File: src/sv/timeout_stack_manager_top_defines.svh
// Assertion macros for the timeout stack manager.
// Used by timeout_stack_manager_top; expects clk and rst_n in scope.
`ifndef TIMEOUT_STACK_MANAGER_TOP_DEFINES_SVH
`define TIMEOUT_STACK_MANAGER_TOP_DEFINES_SVH

// Consequent checked in the same cycle.
`define TSM_ASSERT_SAME(label, ante, cons, msg) \
    label: assert property (@(posedge clk) disable iff (!rst_n) (ante) |-> (cons)) \
        else $error(msg);

// Consequent checked in the cycle after the antecedent.
`define TSM_ASSERT_NEXT(label, ante, cons, msg) \
    label: assert property (@(posedge clk) disable iff (!rst_n) (ante) |=> (cons)) \
        else $error(msg);

`endif

File: src/sv/tsm_ram.sv
// Generic single-write, single-read RAM with registered read data.
// No dependencies.
module tsm_ram #(
    parameter int  WIDTH  = 8,
    parameter int  DEPTH  = 8,
    localparam int ADDR_W = (DEPTH > 1) ? $clog2(DEPTH) : 1
) (
    input  logic              clk,
    input  logic              wr_en,
    input  logic [ADDR_W-1:0] wr_addr,
    input  logic [WIDTH-1:0]  wr_data,
    input  logic [ADDR_W-1:0] rd_addr,
    output logic [WIDTH-1:0]  rd_data
);

    logic [WIDTH-1:0] mem [DEPTH];

    always_ff @(posedge clk)
    begin
        if (wr_en)
        begin
            mem[wr_addr] <= wr_data;
        end
        rd_data <= mem[rd_addr];
    end

endmodule
File: config.mk
export PLATFORM = sky130hd
export DESIGN_NAME = tsm_ram
export DESIGN_NICKNAME = d
export VERILOG_FILES = /design/src/sv/timeout_stack_manager_top_defines.svh /design/src/sv/tsm_ram.sv
export SDC_FILE = /design/constraint.sdc
export NUM_CORES = 1
export LEC_CHECK = 0
export BUFFER_PORTS_ARGS = -buffer_cell sky130_fd_sc_hd__buf_4
export CAP_MARGIN = 20
export CORE_MARGIN = 8
export CORE_UTILIZATION = 40
export DETAILED_ROUTE_END_ITERATION = 6
export PLACE_DENSITY = 0.6
export REMOVE_ABC_BUFFERS = 1
export SKIP_LAST_GASP = 1
export SYNTH_ARGS = -nofsm -noshare
export SYNTH_HDL_FRONTEND = slang
export SYNTH_SLANG_ARGS = --single-unit
File: constraint.sdc
create_clock -name clk -period 2 [get_ports clk]
set_input_delay 0.2 -clock clk [delete_from_list [all_inputs] [get_ports clk]]
set_output_delay 0.2 -clock clk [all_outputs]
set_load 0.05 [all_outputs]
## After elaboration in Yosys (flattened, before gate mapping)

Memory sizes are Yosys's and may differ from the RTL's. A register that Yosys moved wholly into a read port is not among the register bits.
Cells that the tools add are included.

- Register bits: 0
- Memories: 1
- Bits of input ports: 16
- Latch bits: 0
- ROM bits: 0
- Bits in writable memories: 64
- Output and inout port bits: 8

Memories:

| memory | depth | width | read ports | clocked after memory_dff | wr ports | RTL line | RTL |
|---|---|---|---|---|---|---|---|
| mem | 8 | 8 | 1 | 1 | 1 | tsm_ram.sv:16 | `logic [WIDTH-1:0] mem [DEPTH];` |

- Equality and inequality tests: 0
- Bitwise gates (word level): 0
- Order comparisons: 0
- $add $sub $neg: 0
- Div/mod/pow operators: 0
- Shift-type cells: 0
- Multiplexer cells: 2
- Reductions and logical operators: 0
- Multipliers: 0

Operator list:

| kind | number |
|---|---|
| $mux W1 | 2 |

## Longest topological paths before layout

- Word-level depth: 2
- Gate-level depth with buffers: 4
- Mapped depth without buffers: 2

## Worst setup path before layout

Ideal clock, no wire load.

- Path kind: in2reg
- Start: in wr_addr[2]
- End: mem mem[0][0] (enable)
- Cell stages on the path: 2
- Buffers on the path: 0
- Path slack: 639 ps
- Setup time: 383 ps
- Data arrival time: 977 ps
- Required time: 1617 ps
- Path through: nand2b_1 -> nor3_1

RTL lines:

| element | RTL line | RTL |
|---|---|---|
| start, declared | tsm_ram.sv:10 | `input logic [ADDR_W-1:0] wr_addr,` |
| end, declared | tsm_ram.sv:16 |  |

Straight into the memory's write port.

==> flow_metrics.py <==
metrics = {
    "hold_path": {
        "hp-class": "input port to register",
    },
    "power": {
        "total_power_uw": 3080,
        "internal_power_uw": 2440,
        "clkPwrFrac": 0.365,
        "switchingPower_uw": 633,
        "power.density_nw_per_um2": 956,
        "leakagePower_uw": 0.00114,
        "switching_share": 0.206,
        "combinationalPowerShare": 0.078,
        "seqPwrFrac": 0.557,
        "ir_worst_vdd_v": 0.000547,
    },
    "worst_setup_path": {
        "crit_type": "register to register",
        "critPathRequiredTime_ps": 2220,
        "start_kind": "register",
        "endpoint_kind": "register",
        "critical_path.max_fanout": 1,
        "arrival_ps": 1480,
    },
    "route": {
        "drt_iter0_markers": 64,
        "post-route-drc-count": 0,
        "vias": 1189,
        "routed_wl_microns": 4610,
        "viasPerCell": 4.93,
        "wl_per_cell_microns": 19.1,
        "ant_nets": 0,
        "dr.pass1.iters": 4,
    },
    "yosys": {
        "yosysWarningCount": 0,
        "ys_ff_latch": 72,
        "synth-simple-area-share": 0.0219,
        "synth_compound_area_frac": 0,
        "synth.area.mux_share": 0.188,
        "synthAdderAreaFrac": 0,
        "synth_top_family_by_area": "multiplexers",
        "synth_xor_area_frac": 0,
        "synthCells": 114,
        "seq_area_frac_synth": 0.774,
        "syn_area_sq_um": 2690,
        "yosys.cell_types.count": 14,
        "post_synth.cell_area_avg_sq_um": 23.6,
    },
    "layout": {
        "nets": 172,
        "seq_area_sq_um": 2080,
        "mostFrequentLayoutCell": "edfxtp_1",
        "final_cell_count_no_fill": 241,
        "final_cell_mix": "edfxtp_1 (64), buf_4 (36), mux4_1 (15)",
        "area_growth_pct": 19.6,
        "fill_cells": 535,
        "drive_gt1_frac": 0.360,
        "antenna_cells": 0,
        "multi_input_area_sq_um": 566,
        "post-route-util": 0.484,
    },
    "timing": {
        "slew-limit-headroom": 0.748,
        "min_period_over_period": 0.630,
        "worst_pin_slew_ps": 377,
        "finalClockSkew_ps": 3.88,
        "rsz0062_at_grt": "no",
        "finalCriticalPeriod_ps": 1260,
        "setup_violations": 0,
        "finalHoldViolCount": 0,
        "tns_ps": 0,
        "finalMaxSlewViolations": 0,
        "fin_ws_ps": 739,
        "timing.fmax_mhz": 793,
    },
    "clock_tree": {
        "clock_path_buffers": 2,
        "cts_tree": "yes",
        "ctsHtreeMaxLevel": 3,
        "holdBufCountCts": 0,
        "clk_pin_slew_worst_paths_ps": 70,
        "cts_resized": 0,
        "clockRootBuffer": "clkbuf_8",
        "cts_setup_buffers": 0,
        "cts-buffers-inserted": 9,
        "cts.sinks": 72,
        "insertion_delay_ps": 330,
    },
    "die": {
        "die_x_microns": 98.0,
        "pin_count": 24,
        "initial_core_util": 0.405,
        "die_y_microns": 98.0,
        "rows": 30,
        "fp.dieArea_sq_um": 9610,
        "coreArea_sq_um": 6640,
    },
    "global_routing": {
        "grt_pass1_vias": 1267,
        "grt_overflow": 0,
        "grt_pass1_wl_microns": 7170,
        "gr-usage-met2": 0.183,
        "use_met1": 0.111,
        "grtUsageMet3": 0.0270,
        "antenna_found_initial": 0,
        "grt.total_usage": 0.104,
        "grt_max_degree": 17,
        "top_usage_layer": "met2",
    },
    "place": {
        "place_ws_ps": 539,
        "dp_hpwl_microns": 3240,
        "io_buffers": 23,
        "gp_congestion": 0.683,
        "dpl.cell_count": 225,
    },
    "job": {
        "max-cap-violations": 0,
    },
    "run_status": {
        "status": "finished clean",
    },
}
==> critical path: stages (launching register included) <==
cell and delay (ps):
edfxtp_1 380, mux4_1 500, mux2_2 270
==> worst paths after layout <==
check | start | endpoint | slack [ps] | depth (start not counted)
min reg2reg | mem[2][4] | rd_data[4] | 670 | 2
max reg2reg | mem[6][6] | rd_data[6] | 740 | 2
max | mem[6][6] | rd_data[6] | 740 | 2
min | wr_data[4] | mem[1][4] | 100 | 1
==> cells by family (layout without fill, tap and decap cells) <==
kind of cell | count (synthesis) | count (layout)
multiplexers | 24 | 24
flip-flops | 72 | 72
buffers and inverters | 5 | 52
AND/OR/NAND/NOR | 13 | 13
==> area by class of cell <==
class,count,share of cell area
Tap cell,80,0.0311
Clock buffer,13,0.0494
Multi-Input combinational cell,37,0.176
Sequential cell,72,0.647
Clock inverter,3,0.0128
Timing Repair Buffer,36,0.0840
==> per-stage QoR <==
stage / hold slack, ps / area (sq um)
floorplan: 299 / 2650
global placement: 425 / 3020
detailed placement: 434 / 3020
CTS: 93.7 / 3220
global route: 88.8 / 3220
finish: 104 / 3220
==> power by group through the flow <==
stage	Clock [uW]	Combinational (uW)	Sequential (uW)
final	1120	240	1710
after global placement	0	238	1740
after detailed placement	0	244	1750
after global routing	1210	256	1720
after floorplan	0	72.2	1800
after CTS	1130	245	1710
==> sequential cells by signal (all words and copies together), names as in the netlist <==
signal / cells
mem: 64
rd_data: 8
==> cells in the mapped netlist <==
| library cell | number | share of area |
|---|---|---|
| buf_2 | 1 | 0.0019 |
| mux2_2 | 8 | 0.033 |
| nor2_1 | 6 | 0.0084 |
| buf_6 | 1 | 0.0042 |
| nand2b_1 | 3 | 0.0070 |
| nor3_1 | 2 | 0.0037 |
| edfxtp_1 | 64 | 0.71 |
| clkbuf_1 | 1 | 0.0014 |
| mux4_1 | 15 | 0.15 |
| nand2_1 | 2 | 0.0028 |
| dfxtp_1 | 8 | 0.060 |
| buf_12 | 1 | 0.0074 |
| buf_1 | 1 | 0.0014 |
| mux4_2 | 1 | 0.0084 |
==> layer usage <==
metal  vias up  part of all wire
met5         -                 0
met3         9             0.030
li1        564                 -
met2        22              0.55
met4         0             0.020
met1       594              0.40
Note: power is estimated with default switching activity, not from simulation.
